**src/rtl/ghb_pkg.sv**
```systemverilog
`default_nettype none

package ghb_pkg;

   localparam int unsigned OP_WIDTH     = 2;
   localparam int unsigned PIXEL_WIDTH  = 8;
   localparam int unsigned BIN_WIDTH    = 8;
   localparam int unsigned HEIGHT_WIDTH = 10;

   // operation codes of a request word
   localparam logic [OP_WIDTH-1:0] OP_ADD   = 2'd0;
   localparam logic [OP_WIDTH-1:0] OP_READ  = 2'd1;
   localparam logic [OP_WIDTH-1:0] OP_CLEAR = 2'd2;

   localparam logic [HEIGHT_WIDTH-1:0] PLOT_HEIGHT_RESET = 10'd64;

   typedef struct packed {
      logic busy;
      logic done;
   } div_status_type;

endpackage

`default_nettype wire

```
**src/rtl/ghb_div.sv**
```systemverilog
`default_nettype none

// Bar height unit: the load state multiplies count by plot height, then a
// restoring divide by the peak, one quotient bit per cycle.
module ghb_div #(
   parameter int unsigned COUNT_WIDTH = 24
) (
   input  wire logic                                clock,
   input  wire logic                                reset,
   input  wire logic                                start,
   input  wire logic [COUNT_WIDTH-1:0]              count,
   input  wire logic [ghb_pkg::HEIGHT_WIDTH-1:0]    plot_height,
   input  wire logic [COUNT_WIDTH-1:0]              peak,
   output ghb_pkg::div_status_type                  status,
   output logic      [ghb_pkg::HEIGHT_WIDTH-1:0]    quotient
);

   localparam int unsigned QW = ghb_pkg::HEIGHT_WIDTH;
   localparam int unsigned SW = $clog2(QW);
   localparam int unsigned PW = COUNT_WIDTH + QW;

   localparam logic [1:0] D_IDLE = 2'd0;
   localparam logic [1:0] D_LOAD = 2'd1;
   localparam logic [1:0] D_STEP = 2'd2;
   localparam logic [1:0] D_DONE = 2'd3;

   logic [1:0]             state_ff,  state_in;
   logic [SW-1:0]          step_ff,   step_in;
   logic [COUNT_WIDTH-1:0] count_ff;
   logic [QW-1:0]          height_ff;
   logic [COUNT_WIDTH-1:0] den_ff;
   logic [COUNT_WIDTH-1:0] rem_ff,    rem_in;
   logic [QW-1:0]          quo_ff,    quo_in;
   logic [PW-1:0]          product;
   logic [COUNT_WIDTH:0]   trial;
   logic [COUNT_WIDTH:0]   diff;

   assign product = PW'(count_ff) * PW'(height_ff);
   assign trial   = {rem_ff, quo_ff[QW-1]};
   assign diff    = trial - {1'b0, den_ff};

   always_comb begin
      state_in = state_ff;
      step_in  = step_ff;
      rem_in   = rem_ff;
      quo_in   = quo_ff;
      case (state_ff)
         D_LOAD: begin
            // count <= peak, so the high part is already below the divisor
            rem_in   = product[PW-1:QW];
            quo_in   = product[QW-1:0];
            step_in  = '0;
            state_in = D_STEP;
         end
         D_STEP: begin
            if (!diff[COUNT_WIDTH]) begin
               rem_in = diff[COUNT_WIDTH-1:0];
               quo_in = {quo_ff[QW-2:0], 1'b1};
            end else begin
               rem_in = trial[COUNT_WIDTH-1:0];
               quo_in = {quo_ff[QW-2:0], 1'b0};
            end
            if (step_ff == SW'(QW - 1)) begin
               state_in = D_DONE;
            end else begin
               step_in = step_ff + 1'b1;
            end
         end
         default: ;
      endcase
      if (start) begin
         state_in = D_LOAD;
      end
   end

   always_ff @(posedge clock) begin
      if (reset) begin
         state_ff <= D_IDLE;
      end else begin
         state_ff <= state_in;
      end
      step_ff <= step_in;
      rem_ff  <= rem_in;
      quo_ff  <= quo_in;
      if (start) begin
         count_ff  <= count;
         height_ff <= plot_height;
         den_ff    <= peak;
      end
   end

   assign status.busy = (state_ff == D_LOAD) || (state_ff == D_STEP);
   assign status.done = (state_ff == D_DONE);
   // a zero peak reads as zero height
   assign quotient    = (den_ff == '0) ? '0 : quo_ff;

endmodule

`default_nettype wire

```
**config.mk**
```make
export PLATFORM = sky130hd
export DESIGN_NAME = ghb_div
export DESIGN_NICKNAME = d
export VERILOG_FILES = /design/src/rtl/ghb_pkg.sv /design/src/rtl/ghb_div.sv
export SDC_FILE = /design/constraint.sdc
export NUM_CORES = 1
export LEC_CHECK = 0
export ABC_AREA = 1
export BUFFER_PORTS_ARGS = -buffer_cell sky130_fd_sc_hd__buf_4
export CAP_MARGIN = 30
export CORE_MARGIN = 5
export CORE_UTILIZATION = 50
export CTS_CLUSTER_SIZE = 40
export DETAILED_ROUTE_END_ITERATION = 10
export HOLD_SLACK_MARGIN = 0.03
export PLACE_DENSITY_LB_ADDON = 0.3
export SETUP_SLACK_MARGIN = 0.05
export SYNTH_ARGS = -nofsm -noshare
export SYNTH_HDL_FRONTEND = slang
export SYNTH_SLANG_ARGS = --single-unit
```
**constraint.sdc**
```tcl
create_clock -name clock -period 6.19 [get_ports clock]
set_input_delay 0.619 -clock clock [delete_from_list [all_inputs] [get_ports clock]]
set_output_delay 0.619 -clock clock [all_outputs]
set_load 0.02 [all_outputs]
```
# Word-level counts from Yosys, hierarchy flattened
# Cells that the tools add are included.
# word_totals
in_bits,61
output_inout_bits,12
register_bits,98
word_cells,36
# classes
mul,1
reduce_logical,8
n_mux,10
n_addsub,2
n_eq_ne,7
# ops
op,n
one-hot mux 24 bit (2 select lines),1
multiplier 24 x 10 -> 34 bit,1
subtractor 25 x 24 -> 25 bit,1
zero test 24 bit,1
two-way mux 24 bit,1
one-hot mux 10 bit (2 select lines),1
two-way mux 10 bit,1
one-hot mux 4 bit (2 select lines),1
AND reduction 2 bit,3
"adder 4 x 1 -> 4 bit, second input constant",1
"== test 2 bit, second input constant",2
"== test 4 bit, second input constant",1
two-way mux 4 bit,1
"inequality test 2 bit, second input constant",2
one-hot mux 2 bit (2 select lines),1
"inequality test 3 bit, second input constant",1
nonzero test 3 bit,1
"== test 2 x 1 -> 1 bit, second input constant",1
two-way mux 1 bit,2
two-way mux 2 bit,1
nonzero test 2 bit,1
OR reduction 2 bit,1
logical OR 1 bit,1

# Logic depth before layout (Yosys ltp)
# Gate-level depths: netlist of the first run.
# logic_depth
ltp_word,4
mapped_depth,26
mapped_depth_nobuf,25

# Worst setup path after synthesis of the first run
# Ideal clock, no wire load.
# synth_path
path_kind,register -> register
from,reg height_ff[1]
to,"reg rem_ff[12], data pin"
arrival_ps,4597
required_time_ps,5937
stages_incl_launch_ff,21
setup_time_ps,253
setup_slack_ps,1340
path_buffers,1
synth_period_minus_slack_ps,4850
path_cell_list,edfxtp_1 -> clkbuf_1 -> nand2_1 -> fa_1 -> inv_1 -> fa_1 -> fa_1 -> fa_1 -> inv_1 -> fa_1 -> inv_1 -> ha_1 -> nand2_1 -> nor2_1 -> inv_1 -> nor3_1 -> nand4_1 -> nand3_1 -> nand2_1 -> nand3_1 -> nand2_1
# synth_via
elab_chain_len,2
# synth_rtl
element,line,rtl
from (decl),ghb_div.sv:30,logic [QW-1:0] height_ff;
from (signal assigned),ghb_div.sv:87,height_ff <= plot_height;
multiplier 24 x 10 -> 34 bit,ghb_div.sv:38,assign product = PW'(count_ff) * PW'(height_ff);
one-hot mux 24 bit (2 select lines),ghb_div.sv:47,case (state_ff)
net rem_in[12],ghb_div.sv:32,"logic [COUNT_WIDTH-1:0] rem_ff, rem_in;"
to (signal assigned),ghb_div.sv:83,rem_ff <= rem_in;
to (decl),ghb_div.sv:32,
# The timed path passes the listed nets, and every way through them passes these cells.
# A chain may end at the register's enable or synchronous reset.

# Worst setup path after layout of the first run
# layout_path
from,reg height_ff[6]
to,"reg rem_ff[12], data pin"
# Same word-level chain as after synthesis.

==> key figures, run 1 <==
GRT
  – Pin count of the biggest net entering global routing: ~60
  – Initial antenna violation count: 0
  – Global Route Usage Sum: 0.2293
  – First-pass GRT wire length: 58440 µm
  – Vias in the first global route: ~12000
  – GRT overflow: 0

Cells and area
  – Fillers: ~2700
  – Final Util: 0.5509
  – N_diodes: 0
  – Share of layout cells above drive strength 1: 0.07114
  – Final net count: about 2300
  – Area delta synth->final: 8.342%

Critical path
  – Buffer and inverter count on the worst path: 4
  – Critical Path AT: about 5.8 ns
  – CP Cell Sequence: nand2_1 -> inv_1 -> fa_1 -> fa_1 -> fa_1 -> fa_1 -> inv_1 -> fa_1 -> inv_1 -> ha_1 -> nand2_1 -> nor2_1 -> inv_1 -> nor3_1 -> nand4_1 -> nand3_1 -> nand2_1 -> nand3_1 -> nand2_1
  – WS Path Type: reg -> reg
  – Critical Path End Type: flop
  – Crit path max fanout: 24
  – Slowest CP cell: edfxtp_1
  – Crit-path most repeated cell: fa_1
  – WP data required: around 6.3 ns
  – CP max stage delay: slightly above 1 ns
  – Setup crit start kind: flop
  – Cell family with most CP delay: adder cells

Timing
  – Max Freq: approximately 0.18 GHz
  – Worst Skew: ~0.017 ns
  – Worst-margin pin slew: 1.089 ns
  – Final WS setup: ~0.55 ns
  – RSZ-0062 raised after global routing: false
  – Final Max Tran Viols: 0
  – Setup violators final: 0
  – Final TNS setup: 0 ns
  – Crit share post-route: 0.9107
  – Hold Fails Final Rpt: 0
  – Slew margin rel.: 0.2739
  – Final worst path period need: 5.637 ns

Floorplanning
  – Initial Utilization: 0.5085
  – Die X: around 180 µm
  – Core region area: between 20000 and 30000 µm²
  – Row count: 61
  – Die Area: ~32000 µm²
  – IO Count: 73
  – Chip height: between 150 and 200 µm

Synth
  – Netlist Area Pre-Place: around 14000 µm²
  – Post-Synthesis Cells: 1939
  – Seq/Total Area, Yosys: 0.2058
  – Mapped Avg Cell Area: approximately 7.3 µm²
  – Synth Warn #: 0
  – Syn Nets: roughly 2300
  – Synthesis-stage register bit count: a little under 100
  – Synth unique cells: 37

Drt
  – DRT iter0 DRCs: 647
  – Wire per inst: approximately 15 µm
  – DRT antenna net count: 0
  – Drt drc: 0
  – Vias post-DR: ~12000
  – Total iterations of the first detailed-routing run: 5
  – Vias per cell: 5.005
  – Routed WL: between 30000 and 40000 µm

Clock tree
  – CTS Hold Bufs: 0
  – Clk buf depth: 2
  – Clk Tree Root Cell: clkbuf_16
  – Clock Latency Late Sink: between 0.3 and 0.4 ns
  – Reg clk slew, reported paths: roughly 0.10 ns
  – Num CTS Buffers: 9
  – PostCTS Resize Cnt: 0
  – CTS tree: yes
  – Clock sinks: 98
  – H-tree level count: 3
  – Post-CTS Setup Repair Bufs: 0

Flow run
  – Max-cap violations: 0

Placed design
  – DP Worst Slack: about 0.48 ns
  – Gpl congestion: between 0.9 and 1
  – PortBufs: between 70 and 80
  – DP HPWL: about 28000 µm

Run status
  – Status: finished clean

Worst hold path
  – Hold WC Path Type: in -> reg
==> state kept, by name (all words and copies together) (netlist names) <==
signal,count
count_ff,24
den_ff,24
height_ff,10
quo_ff,10
rem_ff,24
state_ff,2
step_ff,4
==> layer usage <==
metal | vias to the layer above | share of wire | global-route usage
li1 | 5820 | - | -
met1 | 5560 | 0.44 | 0.2991
met2 | 361 | 0.48 | 0.3964
met3 | 70 | 0.054 | 0.03794
met4 | 0 | 0.024 | 0.06236
met5 | - | 0 | 0
==> kinds of logic (layout without fill, tap and decap cells) <==
logic type | count (synthesis) | count (layout) | share of synthesized area
compound gates | 84 | 84 | 0.03127
fa+ha+maj | 273 | 273 | 0.3330
simple gates | 904 | 904 | 0.2689
flops | 98 | 98 | 0.2058
buf+inv | 564 | 607 | 0.1512
xor+xnor | 16 | 16 | 0.009866
==> worst paths after layout <==
check	start	endpoint	slack, ns	cells past startpoint
setup / recovery	height_ff[6]	rem_ff[12]	0.55	19
hold / removal	plot_height[0]	height_ff[0]	0.40	1
setup reg to reg	height_ff[6]	rem_ff[12]	0.55	19
hold reg to reg	quo_ff[1]	quo_ff[2]	0.56	2
==> Yosys cell counts <==
library cell	count	area, µm²
o211ai_1	1	7.510
a21oi_4	1	16.27
ha_1	98	1226
nand3b_1	9	67.56
nand2_1	635	2384
nand4_4	1	21.27
and2_1	2	12.51
nor2_4	3	33.78
nand3_1	115	575.6
fa_1	175	3503
xor2_1	7	61.31
nor2_2	1	6.260
dfxtp_1	2	40.04
nor2_1	73	274.0
nor3_1	9	45.04
nand2_4	5	56.30
inv_2	2	7.510
nand4_2	1	12.51
inv_1	508	1907
nor4_1	3	18.77
nand3_2	5	50.05
a211oi_1	1	7.510
buf_4	1	7.510
o21ai_0	30	150.1
buf_6	1	11.26
nand4_1	17	106.4
buf_1	12	45.04
nand2_2	16	100.1
or2_2	9	56.30
clkbuf_1	37	138.9
edfxtp_1	96	2883
xnor2_1	9	78.83
o21bai_1	2	15.01
buf_2	2	10.01
a21oi_1	48	240.2
o21a_1	1	7.510
buf_12	1	20.02
==> layout make-up <==
class / instances / area (µm²) / area share
sequential: 98 / 2923 / 0.1899
multi-input combinational: 1277 / 9134 / 0.5935
inverter: 510 / 1914 / 0.1244
clock buffer: 9 / 225.2 / 0.01464
timing repair buffer: 81 / 611.8 / 0.03976
tap: 378 / 473.0 / 0.03073
clock inverter: 7 / 107.6 / 0.006992
==> stage by stage <==
stage | hold WS, ns | area, µm² | instances
floorplan | 0.5200 | 14200 | 1939
global placement | 0.5385 | 15040 | 2343
detailed placement | 0.5373 | 15040 | 2343
CTS | 0.3907 | 15380 | 2359
global route | 0.3953 | 15390 | 2360
finish | 0.4047 | 15390 | 2360
==> cell usage in the layout, fill, tap and decap left out, types with 2 or more instances in the layout <==
master     count
ha_1          98
nand2_1      635
and2_1         2
nor4_1         3
o21bai_1       2
nand3_1      115
nand2_4        5
xor2_1         7
nor2_4         3
a21oi_1       48
inv_1        508
nand4_1       17
nand2_2       16
or2_2          9
o21ai_0       30
clkinv_8       3
clkbuf_16      9
nor2_1        73
xnor2_1        9
buf_4         80
inv_6          2
nor3_1         9
fa_1         175
inv_2          2
dfxtp_1        2
edfxtp_1      96
nand3_2        5
nand3b_1       9
Power of run 1 is not shown: default switching activity piles up to over one toggle a cycle in this logic, so the estimate is an artifact.
==> inputs of run 2 (changes only) <==
--- a/config.mk
+++ b/config.mk
@@ -10,6 +10,7 @@
 export CAP_MARGIN = 30
 export CORE_MARGIN = 5
 export CORE_UTILIZATION = 50
+export CTS_BUF_LIST = sky130_fd_sc_hd__clkbuf_4 sky130_fd_sc_hd__clkbuf_8
 export CTS_CLUSTER_SIZE = 40
 export DETAILED_ROUTE_END_ITERATION = 10
 export HOLD_SLACK_MARGIN = 0.03
==> run 2 against run 1 <==
Count of clock-buffer cells in the layout stayed put. Maximum frequency fell by 0.93%. Non-clock buffer count unchanged. Sequential share of layout area rose by 0.13 points.
==> key figures, run 2 (synthesis results as in run 1) <==
Run status
  – Status: finished clean (unchanged)

Floorplanning
  – Core region area: 27930 µm² (unchanged)
  – IO Count: 73 (unchanged)
  – Die Area: 31880 µm² (unchanged)
  – Row count: 61 (unchanged)
  – Die X: 178.5 µm (unchanged)
  – Chip height: 178.5 µm (unchanged)
  – Initial Utilization: 0.5085 (unchanged)

Timing
  – Hold Fails Final Rpt: 0 (unchanged)
  – Final TNS setup: 0 ns (unchanged)
  – Setup violators final: 0 (unchanged)
  – Final worst path period need: 5.690 ns (was 5.637 ns)
  – Max Freq: 0.1757 GHz (was 0.1774 GHz)
  – Slew margin rel.: 0.2907 (was 0.2739)
  – Crit share post-route: 0.9192 (was 0.9107)
  – Final Max Tran Viols: 0 (unchanged)
  – Worst Skew: 0.02645 ns (was 0.01728 ns)
  – RSZ-0062 raised after global routing: false (unchanged)
  – Worst-margin pin slew: 1.064 ns (was 1.089 ns)
  – WHS: 0.3571 ns (was 0.4047 ns)

Placed design
  – Gpl congestion: 0.9132 (unchanged)
  – # placed instances: 2343 (unchanged)
  – DP HPWL: 27600 µm (unchanged)
  – PortBufs: 72 (unchanged)

Cells and area
  – N_diodes: 0 (unchanged)
  – Area delta synth->final: 7.629% (was 8.342%)
  – Share of layout cells above drive strength 1: 0.07114 (unchanged)
  – Largest registers: count_ff x24, den_ff x24, rem_ff x24 (unchanged)
  – Most common cell after layout, fill and taps aside: nand2_1 (unchanged)
  – Final net count: 2311 (unchanged)
  – Most frequent cells in the layout: nand2_1, inv_1, fa_1 (unchanged)
  – Non-Filler Instances: 2360 (unchanged)

Drt
  – Vias per cell: 4.981 (was 5.005)
  – Total iterations of the first detailed-routing run: 5 (unchanged)
  – Drt drc: 0 (unchanged)
  – Wire per inst: 14.75 µm (was 14.85 µm)
  – Vias post-DR: 11754 (was 11811)
  – DRT iter0 DRCs: 705 (was 647)
  – DRT antenna net count: 0 (unchanged)
  – Routed WL: 34820 µm (was 35040 µm)

Worst hold path
  – Worst hold start: reset (was plot_height[0])
  – Hold Path Sink: state_ff[1] (was height_ff[0])
  – Hold Path Stages: 2 (was 1)
  – Hold WC Path Type: in -> reg (unchanged)

Critical path
  – Critical Path End Type: flop (unchanged)
  – Setup crit start kind: flop (unchanged)
  – Worst reg-to-reg setup slack: 0.50 ns (was 0.55 ns)
  – WS Path Type: reg -> reg (unchanged)
  – WP data required: 6.37 ns (was 6.33 ns)
  – R2r worst-path depth: 19 (unchanged)
  – Critical R2R Launch: height_ff[6] (unchanged)
  – Reg-to-reg endpoint: rem_ff[12] (unchanged)
  – Crit path max fanout: 24 (unchanged)
  – Critical Path AT: 5.87 ns (was 5.77 ns)

Clock tree
  – CTS tree: yes (unchanged)
  – Reg clk slew, reported paths: 0.14 ns (was 0.10 ns)
  – Clk buf depth: 2 (unchanged)
  – H-tree level count: 3 (unchanged)
  – Clk Tree Root Cell: clkbuf_8 (was clkbuf_16)
  – CTS Hold Bufs: 0 (unchanged)
  – Clock Latency Late Sink: 0.42 ns (was 0.38 ns)
  – Clock sinks: 98 (unchanged)
  – Num CTS Buffers: 9 (unchanged)

GRT
  – First-pass GRT wire length: 58130 µm (was 58440 µm)
  – Pin count of the biggest net entering global routing: 61 (unchanged)
  – GRT overflow: 0 (unchanged)
  – Vias in the first global route: 12025 (was 12058)
  – Global Route Usage Sum: 0.2278 (was 0.2293)
  – Initial antenna violation count: 0 (unchanged)

Flow run
  – Max-cap violations: 0 (unchanged)
[run 2: cell counts in the layout (fill, tap and decap cells not counted)]
Identical to the previous run, type by type.
[run 2: how the worst max path moves through the flow]
stage | start | to | slack (ns) | cells past startpoint
3_5_place_dp | height_ff[1] | rem_ff[12] | 0.48 | 19
3_3_place_gp | height_ff[1] | rem_ff[12] | 0.51 | 19
4_1_cts | height_ff[1] | rem_ff[12] | 0.43 | 19
6_report | height_ff[6] | rem_ff[12] | 0.50 | 19
2_1_floorplan | height_ff[1] | rem_ff[12] | 1.34 | 20
5_1_grt | height_ff[4] | rem_ff[12] | 0.17 | 19
[run 2: layer usage]
layer  wire [µm]  share of wire  GRT usage  up-vias
met1       15160           0.44     0.2983     5526
met5           0              0          0        -
li1            -              -          -     5820
met4         838          0.024    0.06268        0
met2       16880           0.48     0.3919      335
met3        1943          0.056    0.03773       73
[run 2: what timing repair did]
item,4_1_cts,5_1_grt
buffers inserted,0,1
endpoints found under the setup margin,0,1
gates resized for setup,0,0
[run 2: per-stage QoR]
stage          setup slack, ns    util  cell area (µm²)
6_report                0.5000  0.5473            15290
5_1_grt                 0.1685  0.5473            15290
3_3_place_gp            0.5094  0.5386            15040
4_1_cts                 0.4270  0.5469            15280
2_1_floorplan            1.340       -            14200
3_5_place_dp            0.4799  0.5386            15040
[run 2: critical path, stage by stage (launching register included)]
cell,delay (ns)
edfxtp_1,1.06
nand2_1,0.10
inv_1,0.10
fa_1,0.44
fa_1,0.58
fa_1,0.43
fa_1,0.50
inv_1,0.05
fa_1,0.48
inv_1,0.04
ha_1,0.38
nand2_1,0.13
nor2_1,0.22
inv_1,0.06
nor3_1,0.33
nand4_1,0.23
nand3_1,0.13
nand2_1,0.05
nand3_1,0.06
nand2_1,0.06
[run 2: area by class of cell]
type	instances	area (µm²)
Fill cell	2732	12650
Multi-Input combinational cell	1277	9134
Sequential cell	98	2923
Inverter	510	1914
Timing Repair Buffer	81	611.8
Tap cell	378	473.0
Clock buffer	9	123.9
Clock inverter	7	107.6
Power of run 2 is left out for the same reason.
==> inputs of run 3 (changes only) <==
--- a/config.mk
+++ b/config.mk
@@ -15,6 +15,7 @@
 export DETAILED_ROUTE_END_ITERATION = 10
 export HOLD_SLACK_MARGIN = 0.03
 export PLACE_DENSITY_LB_ADDON = 0.3
+export RECOVER_POWER = 100
 export SETUP_SLACK_MARGIN = 0.05
 export SYNTH_ARGS = -nofsm -noshare
 export SYNTH_HDL_FRONTEND = slang
==> run 3 against run 2 <==
The flow now finishes with violations (capacitance limit, slew limit). Critical path depth up 3. Final cell count unchanged. First-iteration DRC count is 8.2% lower. Maximum frequency is 0.98% lower. Worst setup slack got worse by 0.056 ns. Global-route usage stayed put. Die area did not move. Hold slack worse by 0.0029 ns. Count of clock-buffer cells in the layout unchanged. Highest routed layer unchanged.
==> key figures, run 3 (synthesis results as in run 1) <==
Cells and area
  – Share of layout cells above drive strength 1: 0.06256 (was 0.07114)
  – Most frequent cells in the layout: nand2_1, inv_1, fa_1 (unchanged)
  – Largest registers: count_ff x24, den_ff x24, rem_ff x24 (unchanged)
  – Area delta synth->final: 7.161% (was 7.629%)
  – Final net count: 2311 (unchanged)
  – Most common cell after layout, fill and taps aside: nand2_1 (unchanged)
  – N_diodes: 0 (unchanged)

Run status
  – Status: finished with violations (was finished clean)
  – Violated checks: capacitance limit, slew limit

Worst hold path
  – Hold WC Path Type: in -> reg (unchanged)

Clock tree
  – Num CTS Buffers: 9 (unchanged)
  – Reg clk slew, reported paths: 0.13 ns (was 0.14 ns)
  – CTS Hold Bufs: 0 (unchanged)
  – PostCTS Resize Cnt: 0 (unchanged)
  – CTS tree: yes (unchanged)
  – Clk buf depth: 2 (unchanged)
  – H-tree level count: 3 (unchanged)
  – Clock sinks: 98 (unchanged)
  – Post-CTS Setup Repair Bufs: 0 (unchanged)
  – Clk Tree Root Cell: clkbuf_8 (unchanged)
  – Clock Latency Late Sink: 0.43 ns (was 0.42 ns)

Drt
  – DRT iter0 DRCs: 647 (was 705)
  – DRT antenna net count: 0 (unchanged)
  – Vias post-DR: 11769 (was 11754)
  – Vias per cell: 4.987 (was 4.981)
  – Routed WL: 34700 µm (was 34820 µm)
  – Total iterations of the first detailed-routing run: 7 (was 5)
  – Wire per inst: 14.70 µm (was 14.75 µm)
  – Drt drc: 0 (unchanged)

Placed design
  – PortBufs: 72 (unchanged)
  – DP HPWL: 27600 µm (unchanged)
  – Gpl congestion: 0.9132 (unchanged)

Floorplanning
  – Chip height: 178.5 µm (unchanged)
  – Die X: 178.5 µm (unchanged)
  – Initial Utilization: 0.5085 (unchanged)
  – IO Count: 73 (unchanged)
  – Row count: 61 (unchanged)
  – Core region area: 27930 µm² (unchanged)
  – Die Area: 31880 µm² (unchanged)

GRT
  – First-pass GRT wire length: 58130 µm (unchanged)
  – Pin count of the biggest net entering global routing: 61 (unchanged)
  – Vias in the first global route: 12025 (unchanged)
  – Global Route Usage Sum: 0.2278 (unchanged)
  – Initial antenna violation count: 0 (unchanged)
  – GRT overflow: 0 (unchanged)

Flow run
  – Max-cap violations: 3 (was 0)

Critical path
  – Critical Path AT: 5.93 ns (was 5.87 ns)
  – Crit path max fanout: 13 (was 24)
  – WP data required: 6.37 ns (about the same)
  – WS Path Type: reg -> reg (unchanged)
  – Setup crit start kind: flop (unchanged)
  – Critical Path End Type: flop (unchanged)

Timing
  – Final TNS setup: 0 ns (unchanged)
  – Worst Skew: 0.03065 ns (was 0.02645 ns)
  – Final worst path period need: 5.746 ns (was 5.690 ns)
  – RSZ-0062 raised after global routing: false (unchanged)
  – Final Max Tran Viols: 138 (was 0)
  – Slew margin rel.: -1.272 (was 0.2907)
  – Worst-margin pin slew: 3.408 ns (was 1.064 ns)
  – Setup violators final: 0 (unchanged)
  – Hold Fails Final Rpt: 0 (unchanged)
  – Crit share post-route: 0.9283 (was 0.9192)
  – Max Freq: 0.1740 GHz (was 0.1757 GHz)
==> run 3: cell count changes in the layout (fill, tap and decap cells not counted) <==
cell / delta
clkbuf_2: +1
buf_6: -1
inv_1: +1
clkbuf_1: +16
inv_2: -1
buf_4: -74
clkbuf_4: +58
==> run 3: worst paths after layout <==
kind,start,to,slack [ns],cells past startpoint
setup / recovery,height_ff[1],rem_ff[22],0.44,22
hold / removal,reset,state_ff[1],0.35,2
setup reg to reg,height_ff[1],rem_ff[22],0.44,22
hold reg to reg,quo_ff[1],quo_ff[2],0.57,2
==> run 3: critical path, stage by stage, from the launching register on <==
cell and delay [ns]:
edfxtp_1 0.78, clkbuf_2 0.44, nand2_1 0.13, fa_1 0.55
inv_1 0.05, fa_1 0.48, fa_1 0.50, fa_1 0.49
inv_1 0.05, fa_1 0.49, inv_1 0.05, ha_1 0.37
nand2_1 0.13, nor2_1 0.15, inv_1 0.10, nor3_1 0.14
nand2_1 0.07, nand2_1 0.12, nand2_1 0.13, nand2_1 0.08
nand2_1 0.05, nand3_1 0.06, nand2_1 0.07
==> run 3: metal layers <==
layer / global-route usage / vias to the layer above / share of wire
li1: - / 5819 / -
met5: 0 / - / 0
met3: 0.03773 / 70 / 0.054
met2: 0.3919 / 338 / 0.49
met4: 0.06268 / 0 / 0.023
met1: 0.2983 / 5542 / 0.44
==> run 3: layout make-up <==
cell class              count  area (µm²)
multi-input cells        1277        9134
inverters                 510        1914
repair buffers             81       545.5
flip-flops and latches     98        2923
fillers                  2743       12710
clock inverters             7       107.6
clock buffers               9       123.9
well taps                 378       473.0
==> run 3: through the flow <==
| stage | setup WS, ns | util | hold WS [ns] | instance area (µm²) | std cells |
|---|---|---|---|---|---|
| CTS | 0.4270 | 0.5469 | 0.3257 | 15280 | 2359 |
| global placement | 0.5094 | 0.5386 | 0.5385 | 15040 | 2343 |
| detailed placement | 0.4799 | 0.5386 | 0.5373 | 15040 | 2343 |
| floorplan | 1.340 | - | 0.5200 | 14200 | 1939 |
| finish | 0.4436 | 0.5449 | 0.3542 | 15220 | 2360 |
| global route | 0.1458 | 0.5449 | 0.3369 | 15220 | 2360 |
Power of run 3 is left out for the same reason.
